<file path="config.mk">
export PLATFORM = sky130hd
export DESIGN_NAME = eight_bit_alu_with_flags_flat
export DESIGN_NICKNAME = d
export VERILOG_FILES = /design/src/hdl/ebalu_pkg.sv /design/src/hdl/ebalu_in_if.sv /design/src/hdl/ebalu_out_if.sv /design/src/hdl/ebalu_core.sv /design/src/hdl/eight_bit_alu_with_flags.sv /design/src/flat_wrapper.sv
export SDC_FILE = /design/constraint.sdc
export NUM_CORES = 1
export LEC_CHECK = 0
export ABC_AREA = 1
export ABC_CLOCK_PERIOD_IN_PS = 4800
export CORE_MARGIN = 2
export CORE_UTILIZATION = 45
export DETAILED_ROUTE_END_ITERATION = 7
export DONT_BUFFER_PORTS = 1
export HOLD_SLACK_MARGIN = 0.15
export SLEW_MARGIN = 20
export SYNTH_ARGS = -nofsm -noshare
export SYNTH_HDL_FRONTEND = slang
export SYNTH_SLANG_ARGS = --single-unit
</file>
<file path="constraint.sdc">
create_clock -name i_clk -period 4.8 [get_ports i_clk]
set_input_delay 1.44 -clock i_clk [delete_from_list [all_inputs] [get_ports i_clk]]
set_output_delay 1.44 -clock i_clk [all_outputs]
set_load 0.01 [all_outputs]
</file>
<file path="src/hdl/ebalu_pkg.sv">
// Types and constants for the eight-bit ALU with flags.
`timescale 1ns / 1ps
package ebalu_pkg;

    typedef enum logic [4:0] {
        FN_ADD   = 5'd0,
        FN_ADC   = 5'd1,
        FN_SUB   = 5'd2,
        FN_SBC   = 5'd3,
        FN_AND   = 5'd4,
        FN_XOR   = 5'd5,
        FN_OR    = 5'd6,
        FN_CP    = 5'd7,
        FN_INC   = 5'd8,
        FN_DEC   = 5'd9,
        FN_RLCA  = 5'd10,
        FN_RLA   = 5'd11,
        FN_RRCA  = 5'd12,
        FN_RRA   = 5'd13,
        FN_DAA   = 5'd14,
        FN_CPL   = 5'd15,
        FN_SCF   = 5'd16,
        FN_CCF   = 5'd17,
        FN_ADD16 = 5'd18
    } t_func;

    // Flag bit positions: S Z Y H X PV N C
    localparam int FL_S  = 7;
    localparam int FL_Z  = 6;
    localparam int FL_Y  = 5;
    localparam int FL_H  = 4;
    localparam int FL_X  = 3;
    localparam int FL_PV = 2;
    localparam int FL_N  = 1;
    localparam int FL_C  = 0;

    localparam logic [7:0] C_INC_OVF = 8'h7F;
    localparam logic [7:0] C_DEC_OVF = 8'h80;
    localparam logic [7:0] C_BCD_MAX = 8'h99;
    localparam logic [7:0] C_DAA_LO  = 8'h06;
    localparam logic [7:0] C_DAA_HI  = 8'h60;
    localparam logic [3:0] C_NIB_MAX = 4'd9;
    localparam logic [3:0] C_NIB_SIX = 4'd6;

    typedef struct packed {
        logic [4:0]  func;
        logic [7:0]  acc;
        logic [7:0]  operand;
        logic [7:0]  flags_in;
        logic [15:0] wide_a;
        logic [15:0] wide_b;
    } t_in_item;

    typedef struct packed {
        logic [7:0]  result_byte;
        logic [15:0] result_word;
        logic [7:0]  flags_out;
    } t_out_item;

endpackage

</file>
<file path="src/hdl/ebalu_in_if.sv">
// Input channel: operation item with valid/ready handshake.
`timescale 1ns / 1ps
interface ebalu_in_if;
    logic        valid;
    logic        ready;
    logic [4:0]  func;
    logic [7:0]  acc;
    logic [7:0]  operand;
    logic [7:0]  flags_in;
    logic [15:0] wide_a;
    logic [15:0] wide_b;

    modport source (
        output valid, func, acc, operand, flags_in, wide_a, wide_b,
        input  ready
    );
    modport sink (
        input  valid, func, acc, operand, flags_in, wide_a, wide_b,
        output ready
    );
endinterface

</file>
<file path="src/hdl/ebalu_out_if.sv">
// Output channel: result item with valid/ready handshake.
`timescale 1ns / 1ps
interface ebalu_out_if;
    logic        valid;
    logic        ready;
    logic [7:0]  result_byte;
    logic [15:0] result_word;
    logic [7:0]  flags_out;

    modport source (
        output valid, result_byte, result_word, flags_out,
        input  ready
    );
    modport sink (
        input  valid, result_byte, result_word, flags_out,
        output ready
    );
endinterface

</file>
<file path="src/hdl/ebalu_core.sv">
// Combinational ALU datapath: 8-bit ops, 16-bit add and flag generation.
`timescale 1ns / 1ps
module ebalu_core import ebalu_pkg::*; (
    input  t_in_item  i_item,
    output t_out_item o_result
);

    logic       w_cin;
    logic       w_sub;
    logic       w_ci;
    logic [7:0] w_vx;
    logic [8:0] w_s9;
    logic [4:0] w_s5;
    logic [7:0] w_ar;
    logic [7:0] w_af;

    // Shared add/subtract unit for add, adc, sub, sbc and cp
    always_comb begin
        w_cin = i_item.flags_in[FL_C] &
                ((i_item.func == FN_ADC) || (i_item.func == FN_SBC));
        w_sub = (i_item.func == FN_SUB) || (i_item.func == FN_SBC) ||
                (i_item.func == FN_CP);
        w_ci  = w_sub ^ w_cin;
        w_vx  = w_sub ? ~i_item.operand : i_item.operand;
        w_s9  = {1'b0, i_item.acc} + {1'b0, w_vx} + {8'd0, w_ci};
        w_s5  = {1'b0, i_item.acc[3:0]} + {1'b0, w_vx[3:0]} + {4'd0, w_ci};
        w_ar  = w_s9[7:0];
        w_af  = {w_ar[7], w_ar == 8'd0, w_ar[5], w_sub ^ w_s5[4], w_ar[3],
                 ~(i_item.acc[7] ^ w_vx[7]) & (i_item.acc[7] ^ w_ar[7]),
                 w_sub, w_sub ^ w_s9[8]};
    end

    always_comb begin
        logic [7:0]  a;
        logic [7:0]  v;
        logic [7:0]  f;
        logic [7:0]  rb;
        logic [7:0]  corr;
        logic        lo_big;
        logic        h;
        logic        c;
        logic [16:0] s17;
        logic [12:0] s13;

        a    = i_item.acc;
        v    = i_item.operand;
        f    = i_item.flags_in;
        rb   = a;
        corr = 8'd0;
        h    = 1'b0;
        c    = 1'b0;
        lo_big = a[3:0] > C_NIB_MAX;
        s17  = {1'b0, i_item.wide_a} + {1'b0, i_item.wide_b};
        s13  = {1'b0, i_item.wide_a[11:0]} + {1'b0, i_item.wide_b[11:0]};

        o_result.result_byte = a;
        o_result.result_word = 16'd0;
        o_result.flags_out   = f;

        unique case (i_item.func)
            FN_ADD, FN_ADC, FN_SUB, FN_SBC: begin
                o_result.result_byte = w_ar;
                o_result.flags_out   = w_af;
            end
            FN_CP: begin
                o_result.flags_out        = w_af;
                o_result.flags_out[FL_Y]  = v[FL_Y];
                o_result.flags_out[FL_X]  = v[FL_X];
            end
            FN_AND, FN_XOR, FN_OR: begin
                if (i_item.func == FN_AND) begin
                    rb = a & v;
                end else if (i_item.func == FN_XOR) begin
                    rb = a ^ v;
                end else begin
                    rb = a | v;
                end
                o_result.result_byte = rb;
                o_result.flags_out   = {rb[7], rb == 8'd0, rb[5], i_item.func == FN_AND,
                                        rb[3], ~^rb, 1'b0, 1'b0};
            end
            FN_INC: begin
                rb = v + 8'd1;
                o_result.result_byte = rb;
                o_result.flags_out   = {rb[7], rb == 8'd0, rb[5], v[3:0] == 4'hF,
                                        rb[3], v == C_INC_OVF, 1'b0, f[FL_C]};
            end
            FN_DEC: begin
                rb = v - 8'd1;
                o_result.result_byte = rb;
                o_result.flags_out   = {rb[7], rb == 8'd0, rb[5], v[3:0] == 4'h0,
                                        rb[3], v == C_DEC_OVF, 1'b1, f[FL_C]};
            end
            FN_RLCA, FN_RLA, FN_RRCA, FN_RRA: begin
                if (i_item.func == FN_RLCA) begin
                    rb = {a[6:0], a[7]};
                    c  = a[7];
                end else if (i_item.func == FN_RLA) begin
                    rb = {a[6:0], f[FL_C]};
                    c  = a[7];
                end else if (i_item.func == FN_RRCA) begin
                    rb = {a[0], a[7:1]};
                    c  = a[0];
                end else begin
                    rb = {f[FL_C], a[7:1]};
                    c  = a[0];
                end
                o_result.result_byte = rb;
                o_result.flags_out   = {f[FL_S], f[FL_Z], rb[5], 1'b0,
                                        rb[3], f[FL_PV], 1'b0, c};
            end
            FN_DAA: begin
                if (f[FL_H] || lo_big) begin
                    corr = corr | C_DAA_LO;
                end
                c = f[FL_C];
                if ((a > C_BCD_MAX) || f[FL_C]) begin
                    corr = corr | C_DAA_HI;
                    c    = 1'b1;
                end
                if (f[FL_N]) begin
                    h  = f[FL_H] && (a[3:0] < C_NIB_SIX);
                    rb = a - corr;
                end else begin
                    h  = lo_big;
                    rb = a + corr;
                end
                o_result.result_byte = rb;
                o_result.flags_out   = {rb[7], rb == 8'd0, rb[5], h,
                                        rb[3], ~^rb, f[FL_N], c};
            end
            FN_CPL: begin
                rb = ~a;
                o_result.result_byte = rb;
                o_result.flags_out   = {f[FL_S], f[FL_Z], rb[5], 1'b1,
                                        rb[3], f[FL_PV], 1'b1, f[FL_C]};
            end
            FN_SCF: begin
                o_result.flags_out = {f[FL_S], f[FL_Z], a[5], 1'b0,
                                      a[3], f[FL_PV], 1'b0, 1'b1};
            end
            FN_CCF: begin
                o_result.flags_out = {f[FL_S], f[FL_Z], a[5], f[FL_C],
                                      a[3], f[FL_PV], 1'b0, ~f[FL_C]};
            end
            FN_ADD16: begin
                o_result.result_word = s17[15:0];
                o_result.flags_out   = {f[FL_S], f[FL_Z], s17[13], s13[12],
                                        s17[11], f[FL_PV], 1'b0, s17[16]};
            end
            default: begin
                o_result.result_byte = a;
            end
        endcase
    end

endmodule

</file>
<file path="src/hdl/eight_bit_alu_with_flags.sv">
// Top level of the eight-bit ALU with flags: input register, datapath, result register.
// Takes one item per cycle while the result side is not stalled and returns one result
// per item, in order. An accepted item is held in the input register, then passes through
// the ALU datapath into the result register. Throughput of one item per clock is set by
// the two-entry register chain; input ready depends combinationally on output ready when
// both registers are full.
`timescale 1ns / 1ps
module eight_bit_alu_with_flags import ebalu_pkg::*; (
    input  logic               i_clk,
    input  logic               i_rst_n,
    ebalu_in_if.sink           i_item,
    ebalu_out_if.source        o_result
);

    logic      r_in_valid;
    logic      n_in_valid;
    logic      r_out_valid;
    logic      n_out_valid;
    t_in_item  r_in;
    t_out_item r_out;
    t_out_item w_alu;
    logic      w_out_free;
    logic      w_in_acc;

    ebalu_core u_core (
        .i_item   (r_in),
        .o_result (w_alu)
    );

    assign w_out_free   = !r_out_valid || o_result.ready;
    assign i_item.ready = !r_in_valid || w_out_free;
    assign w_in_acc     = i_item.valid && i_item.ready;

    assign n_in_valid  = w_in_acc || (r_in_valid && !w_out_free);
    assign n_out_valid = r_in_valid || (r_out_valid && !o_result.ready);

    always_ff @(posedge i_clk) begin
        if (!i_rst_n) begin
            r_in_valid  <= 1'b0;
            r_out_valid <= 1'b0;
        end else begin
            r_in_valid  <= n_in_valid;
            r_out_valid <= n_out_valid;
        end
    end

    always_ff @(posedge i_clk) begin
        if (w_in_acc) begin
            r_in <= '{func:     i_item.func,
                      acc:      i_item.acc,
                      operand:  i_item.operand,
                      flags_in: i_item.flags_in,
                      wide_a:   i_item.wide_a,
                      wide_b:   i_item.wide_b};
        end
        if (r_in_valid && w_out_free) begin
            r_out <= w_alu;
        end
    end

    assign o_result.valid       = r_out_valid;
    assign o_result.result_byte = r_out.result_byte;
    assign o_result.result_word = r_out.result_word;
    assign o_result.flags_out   = r_out.flags_out;

endmodule

</file>
<file path="src/flat_wrapper.sv">
// flat-port wrapper written by rule: the top's interface ports become plain ports
module eight_bit_alu_with_flags_flat import ebalu_pkg::*;
  (i_clk, i_rst_n, i_item_valid, i_item_func, i_item_acc, i_item_operand, i_item_flags_in, i_item_wide_a, i_item_wide_b, i_item_ready, o_result_valid, o_result_result_byte, o_result_result_word, o_result_flags_out, o_result_ready);
  ebalu_in_if i_item_i ();
  ebalu_out_if o_result_i ();
  input  logic i_clk;
  input  logic i_rst_n;
  input wire logic [$bits(i_item_i.valid)-1:0] i_item_valid;
  input wire logic [$bits(i_item_i.func)-1:0] i_item_func;
  input wire logic [$bits(i_item_i.acc)-1:0] i_item_acc;
  input wire logic [$bits(i_item_i.operand)-1:0] i_item_operand;
  input wire logic [$bits(i_item_i.flags_in)-1:0] i_item_flags_in;
  input wire logic [$bits(i_item_i.wide_a)-1:0] i_item_wide_a;
  input wire logic [$bits(i_item_i.wide_b)-1:0] i_item_wide_b;
  output wire logic [$bits(i_item_i.ready)-1:0] i_item_ready;
  output wire logic [$bits(o_result_i.valid)-1:0] o_result_valid;
  output wire logic [$bits(o_result_i.result_byte)-1:0] o_result_result_byte;
  output wire logic [$bits(o_result_i.result_word)-1:0] o_result_result_word;
  output wire logic [$bits(o_result_i.flags_out)-1:0] o_result_flags_out;
  input wire logic [$bits(o_result_i.ready)-1:0] o_result_ready;
  assign i_item_i.valid = i_item_valid;
  assign i_item_i.func = i_item_func;
  assign i_item_i.acc = i_item_acc;
  assign i_item_i.operand = i_item_operand;
  assign i_item_i.flags_in = i_item_flags_in;
  assign i_item_i.wide_a = i_item_wide_a;
  assign i_item_i.wide_b = i_item_wide_b;
  assign i_item_ready = i_item_i.ready;
  assign o_result_valid = o_result_i.valid;
  assign o_result_result_byte = o_result_i.result_byte;
  assign o_result_result_word = o_result_i.result_word;
  assign o_result_flags_out = o_result_i.flags_out;
  assign o_result_i.ready = o_result_ready;
  eight_bit_alu_with_flags u_core (.i_clk(i_clk), .i_rst_n(i_rst_n), .i_item(i_item_i), .o_result(o_result_i));
endmodule
</file>
Word-level counts from Yosys, hierarchy flattened
Cells that the tools add are included.
{"block": "op_classes", "addsub": 10, "n_lt_le_gt_ge": 3, "n_eq_ne": 21, "muxes": 18, "bitwise": 14, "reduce_logical": 30}
{"op": "8-bit one-hot mux with 11 select lines", "n": 1}
{"op": "8-bit two-way mux", "n": 10}
{"op": "8-bit one-hot mux with 7 select lines", "n": 1}
{"op": "5-bit by 4-bit == test with 1-bit output, second input constant", "n": 8}
{"op": "8-bit zero test", "n": 5}
{"op": "5-bit by 3-bit == test with 1-bit output, second input constant", "n": 4}
{"op": "16-bit by 16-bit adder with 17-bit output", "n": 1}
{"op": "8-bit inverter", "n": 2}
{"op": "8-bit XNOR reduction", "n": 2}
{"op": "5-bit == test, second input constant", "n": 3}
{"op": "12-bit by 12-bit adder with 13-bit output", "n": 1}
{"op": "5-bit by 2-bit == test with 1-bit output, second input constant", "n": 2}
{"op": "8-bit by 8-bit adder with 9-bit output", "n": 1}
{"op": "9-bit by 1-bit adder with 9-bit output", "n": 1}
{"op": "1-bit logical OR", "n": 9}
{"op": "8-bit by 1-bit adder with 8-bit output, second input constant", "n": 1}
{"op": "8-bit adder", "n": 1}
{"op": "8-bit AND", "n": 1}
{"op": "8-bit by 7-bit == test with 1-bit output, second input constant", "n": 1}
{"op": "8-bit == test, second input constant", "n": 1}
{"op": "8-bit > comparator, second input constant", "n": 1}
{"op": "8-bit bitwise OR", "n": 1}
{"op": "4-bit OR reduction", "n": 2}
{"op": "8-bit by 1-bit subtractor with 8-bit output, second input constant", "n": 1}
{"op": "19 further kinds", "n": 35}
{"block": "totals", "register_bits": 95, "inputBits": 65, "out_inout_bits": 34, "wordCells": 107}

Depth between registers and ports, before layout
{"block": "logic_depth", "word_depth": 10, "ltp_mapped": 21, "mapped_depth_nobuf": 21}

Cells and area by module
From an unflattened synthesis, not the netlist that was laid out.
{"block": "unflattened", "hier_cells": 784, "hier_area_um2": 6767.7}
{"module": "ebalu_core", "n_inst": 1, "cells_each": 678, "area_per_inst_um2": 3880.0, "seq_area_each_um2": 0.0}
{"module": "eight_bit_alu_with_flags", "n_inst": 1, "cells_each": 106, "area_per_inst_um2": 2887.8, "seq_area_each_um2": 2832.7}

Worst setup path before layout
OpenSTA, ideal clock, no wires.
{"block": "synth_path", "path_type": "input-to-reg", "start": "input port o_result_ready", "end": "register u_core.r_out (netlist bit u_core.o_result.flags_out[0]), enable pin", "setup_ns": 0.432, "arrival_time_ns": 3.069, "t_required_ns": 4.368, "slack_ns": 1.300, "stages": 2, "path_buffers": 0, "cell_sequence": "inv_1 > a21oi_1"}
{"block": "synth_via", "elab_chain_len": 2}
{"element": "from (decl)", "line_no": "flat_wrapper.sv:20", "source": "input wire logic [$bits(o_result_i.ready)-1:0] o_result_ready;"}
{"element": "1-bit logical OR", "line_no": "eight_bit_alu_with_flags.sv:30", "source": "assign w_out_free = !r_out_valid || o_result.ready;"}
{"element": "1-bit logical AND", "line_no": "eight_bit_alu_with_flags.sv:56", "source": "if (r_in_valid && w_out_free) begin"}
{"element": "to (signal assigned)", "line_no": "eight_bit_alu_with_flags.sv:57", "source": "r_out <= w_alu;"}
{"element": "to (decl)", "line_no": "eight_bit_alu_with_flags.sv:20", "source": "t_out_item r_out;"}
No other way between the ends.
A chain may end at the register's enable or synchronous reset.

==> results.toml <==
[run_status]
status = "finished, final reports clean"

[cells_and_area]
fill_cells = 1406
area_growth_syn_to_layout_pct = 7.56
drive_above_1_share_pct = 7.68
stdcell_count = 978
nets = 919
fin_area_um2 = 7300
register_area_um2 = 2830
n_antenna_cell = 0
multi_input_area_um2 = 3530
final_core_util_pct = 49.9

[clock_network]
cts.repair.resized = 0
root_buffer = "clkbuf_16"
insertion_delay_ns = 0.36
htree_num_levels = 3
clkTransAtPathRegs_ns = 0.08
postCtsSetupRepairBufs = 0
cts.sinks = 95
cts_tree = "done"
clockBufferDepth = 2
ctsHoldBuffers = 0
cts_buffers = 9

[logic_synthesis]
synth.net_count = 914
synthTopCellsByArea = "edfxtp_1 (41%), ha_1 (11%), nand2_1 (8.8%)"
synth_edf_count = 93
synthAdderAreaFrac_pct = 12.3
synth_flop_cell = "edfxtp_1"
synth_top_area_cell = "edfxtp_1"
netlist_instances = 784
synth.distinct_cells = 49
synth_compound_area_share_pct = 10.1
syn_avg_cell_area_um2 = 8.66
yosysSeqAreaShare_pct = 41.7
synth_top_family_by_area = "simple AND/OR/NAND/NOR gates"
synth_top_area_share_pct = 41.1
synth.cell_area_um2 = 6790
synth_xor_area_share_pct = 4.13
ys_seq_elements = 95
ys_warn_count = 0
ys_async_sr_fraction_pct = 0
synthMuxAreaShare_pct = 0
synthSimpleGateAreaFrac_pct = 25.3

[timing]
hold_viol = 0
finalClockSkew_ns = 0.0148
finalSetupViolations = 0
drv_slew = 0
period_minus_slack_ns = 3.97
tightestPinTransition_ns = 1.04
rsz0062_at_grt = "false"
tns_ns = 0
slew_headroom_pct = 30.6
finalHoldWorstSlack_ns = 0.545
timing.final.crit_share_pct = 82.8
fmaxAchievable_mhz = 252

[global_routing]
antenna_found_initial = 0
grt_first_pass_wirelength_um = 30200
grt-ovfl-total = 0
grt_max_degree = 38
grt_pass1_vias = 5346
track_usage_pct = 24.6

[critical_path]
crit_cells = 17
reg2reg_to = "u_core.o_result.flags_out[4]$_DFFE_PP_"
worstPathRequired_ns = 4.91
critPathKind = "flop to flop"
critPathSlowestCell = "edfxtp_1"
r2r_setup_slack_ns = 0.83
path_cells = "inv_2 > nand2_2 > nor2_4 > nand2_1 > a21oi_1 > buf_4 > xor2_1 > fa_1 > fa_1 > nand3_1 > nand2_1 > o21ai_0 > a21oi_1 > nor3_1 > nand3_1 > nand2_1 > inv_1"
crit_top_cell = "nand2_1"
r2r_start = "u_core.r_in[60]$_DFFE_PP_"
end_kind = "flop"
critPathBufInv = 3
worst_ep_arrival_time_ns = 4.08
max_stage_delay_ns = 0.48
reg2reg_depth = 17
path_max_fanout = 11
path_delay_family = "simple AND/OR/NAND/NOR gates"
start_kind = "flop"

[floorplanning]
row_count = 44
io_pins = 99
core_um2 = 14600
die_h_um = 127
die_area_um2 = 16100
start_util_pct = 46.4
dieWidth_um = 127

[drt]
vias = 5631
drt-wirelength-per-cell_um = 20.3
antenna_left = 0
wirelength_um = 19900
drt_drc_violations_left = 0
viasPerCell = 5.76
drt_iter0_markers = 562
firstDrtPassIters = 5

[hold_path]
whs_endpoint = "u_core.o_result.valid$_SDFF_PN0_"
whs_path_depth = 2
hold_class = "flop to flop"
hold_path.startpoint = "u_core.r_in_valid$_SDFF_PN0_"

[power]
p_int_mw = 1.51
seqPwrFrac_pct = 45.5
switching_share_pct = 32.4
vdd_ir_drop_max_v = 0.000210
powerDensity_nw_per_um2 = 306
power.share.clock_pct = 32.1
comb_power_share_pct = 22.4
leakage_nw = 3.25
p_sw_uw = 726

[place]
place_hpwl_um = 15300
dpl.cell_count = 962
gp_congestion = 1.00
numPortBuffers = 0
post_dp_cell_area_um2 = 7000

[flow_run]
drv_cap = 0
==> routing by layer <==
layer  track usage (%)  routed length (um)  up-vias
met5                 0                   0        -
met4              5.95                 287        0
met3              6.33                1650       22
met2              37.8                8860      252
met1              35.0                9070     2643
li1                  -                   -     2714
==> stage by stage <==
| step | worst slack [ns] | total power, mW |
|---|---|---|
| after global routing | 0.561 | 2.34 |
| after detailed placement | 0.940 | 1.53 |
| after global placement | 1.06 | 1.53 |
| final | 0.827 | 2.24 |
| after floorplan | 1.30 | 1.39 |
| after CTS | 0.920 | 2.25 |
==> flip-flops by register name (all words and copies together), names as in the netlist <==
signal                       flops
u_core.r_in                     61
u_core.o_result.result_word     16
u_core.o_result.flags_out        8
u_core.o_result.result_byte      8
u_core.o_result.valid            1
u_core.r_in_valid                1
==> cell usage after synthesis (all sizes together), types with 2 or more instances <==
master and count:
nor4 2, o21a 3, nor2 82, nor3 6, xor2 24, o211ai 16
o221ai 2, clkbuf 3, nand3 71, ha 62, o22ai 6, a21o 2
edfxtp 93, buf 10, dfxtp 2, or2 7, inv 91, xnor2 8
fa 3, nand2 169, nand4 23, o21ai 42, nand3b 3, a21oi 43
==> layout by cell type, fill, tap and decap left out, types with 5 or more instances in the layout <==
cell	count
xor2_1	24
nor2_2	6
nand2_1	159
inv_2	8
nor3_1	5
nor2_1	73
nand2_2	5
clkbuf_16	9
edfxtp_1	93
ha_1	62
buf_4	7
o211ai_1	16
a21oi_1	42
inv_1	80
o22ai_1	6
or2_1	5
o21ai_0	42
nand2_4	5
nand4_1	22
xnor2_1	8
nand3_1	69
==> area by class of cell <==
type                       count  area share (%)
tap                          184            3.15
multi-input combinational    584            48.4
clock inverter                 7           0.994
timing repair buffer           7           0.720
sequential                    95            38.8
clock buffer                   9            3.08
inverter                      92            4.90
==> cell families after synthesis <==
group           Yosys count
simple gates            367
compound gates          120
buf+inv                 105
flops                    95
fa+ha+maj                65
xor+xnor                 32
==> power by group through the flow <==
stage               Clock [mW]  Combinational (mW)  Sequential [mW]
floorplan                    0               0.374             1.02
global placement             0               0.491             1.04
detailed placement           0               0.493             1.04
CTS                      0.735               0.496             1.02
global route             0.755               0.559             1.02
finish                   0.718               0.502             1.02
==> worst register-to-register path: stages (launching register included) <==
cell,delay (ns)
edfxtp_1,0.48
inv_2,0.22
nand2_2,0.09
nor2_4,0.12
nand2_1,0.15
a21oi_1,0.17
buf_4,0.25
xor2_1,0.12
fa_1,0.48
fa_1,0.45
nand3_1,0.10
nand2_1,0.13
o21ai_0,0.17
a21oi_1,0.10
nor3_1,0.43
nand3_1,0.14
nand2_1,0.10
inv_1,0.04
==> how the worst max path moves through the flow <==
| stage | startpoint | to | slack [ns] |
|---|---|---|---|
| after CTS | u_core.r_in[60]$_DFFE_PP_ | u_core.o_result.flags_out[4]$_DFFE_PP_ | 0.92 |
| after detailed placement | u_core.r_in[60]$_DFFE_PP_ | u_core.o_result.flags_out[4]$_DFFE_PP_ | 0.94 |
| final | u_core.r_in[60]$_DFFE_PP_ | u_core.o_result.flags_out[4]$_DFFE_PP_ | 0.83 |
| after global routing | u_core.r_in[60]$_DFFE_PP_ | u_core.o_result.flags_out[4]$_DFFE_PP_ | 0.56 |
| after global placement | u_core.r_in[57]$_DFFE_PP_ | u_core.o_result.flags_out[4]$_DFFE_PP_ | 1.06 |
| after floorplan | o_result_ready | u_core.o_result.flags_out[0]$_DFFE_PP_ | 1.30 |
(Power assumes the default switching activity.)
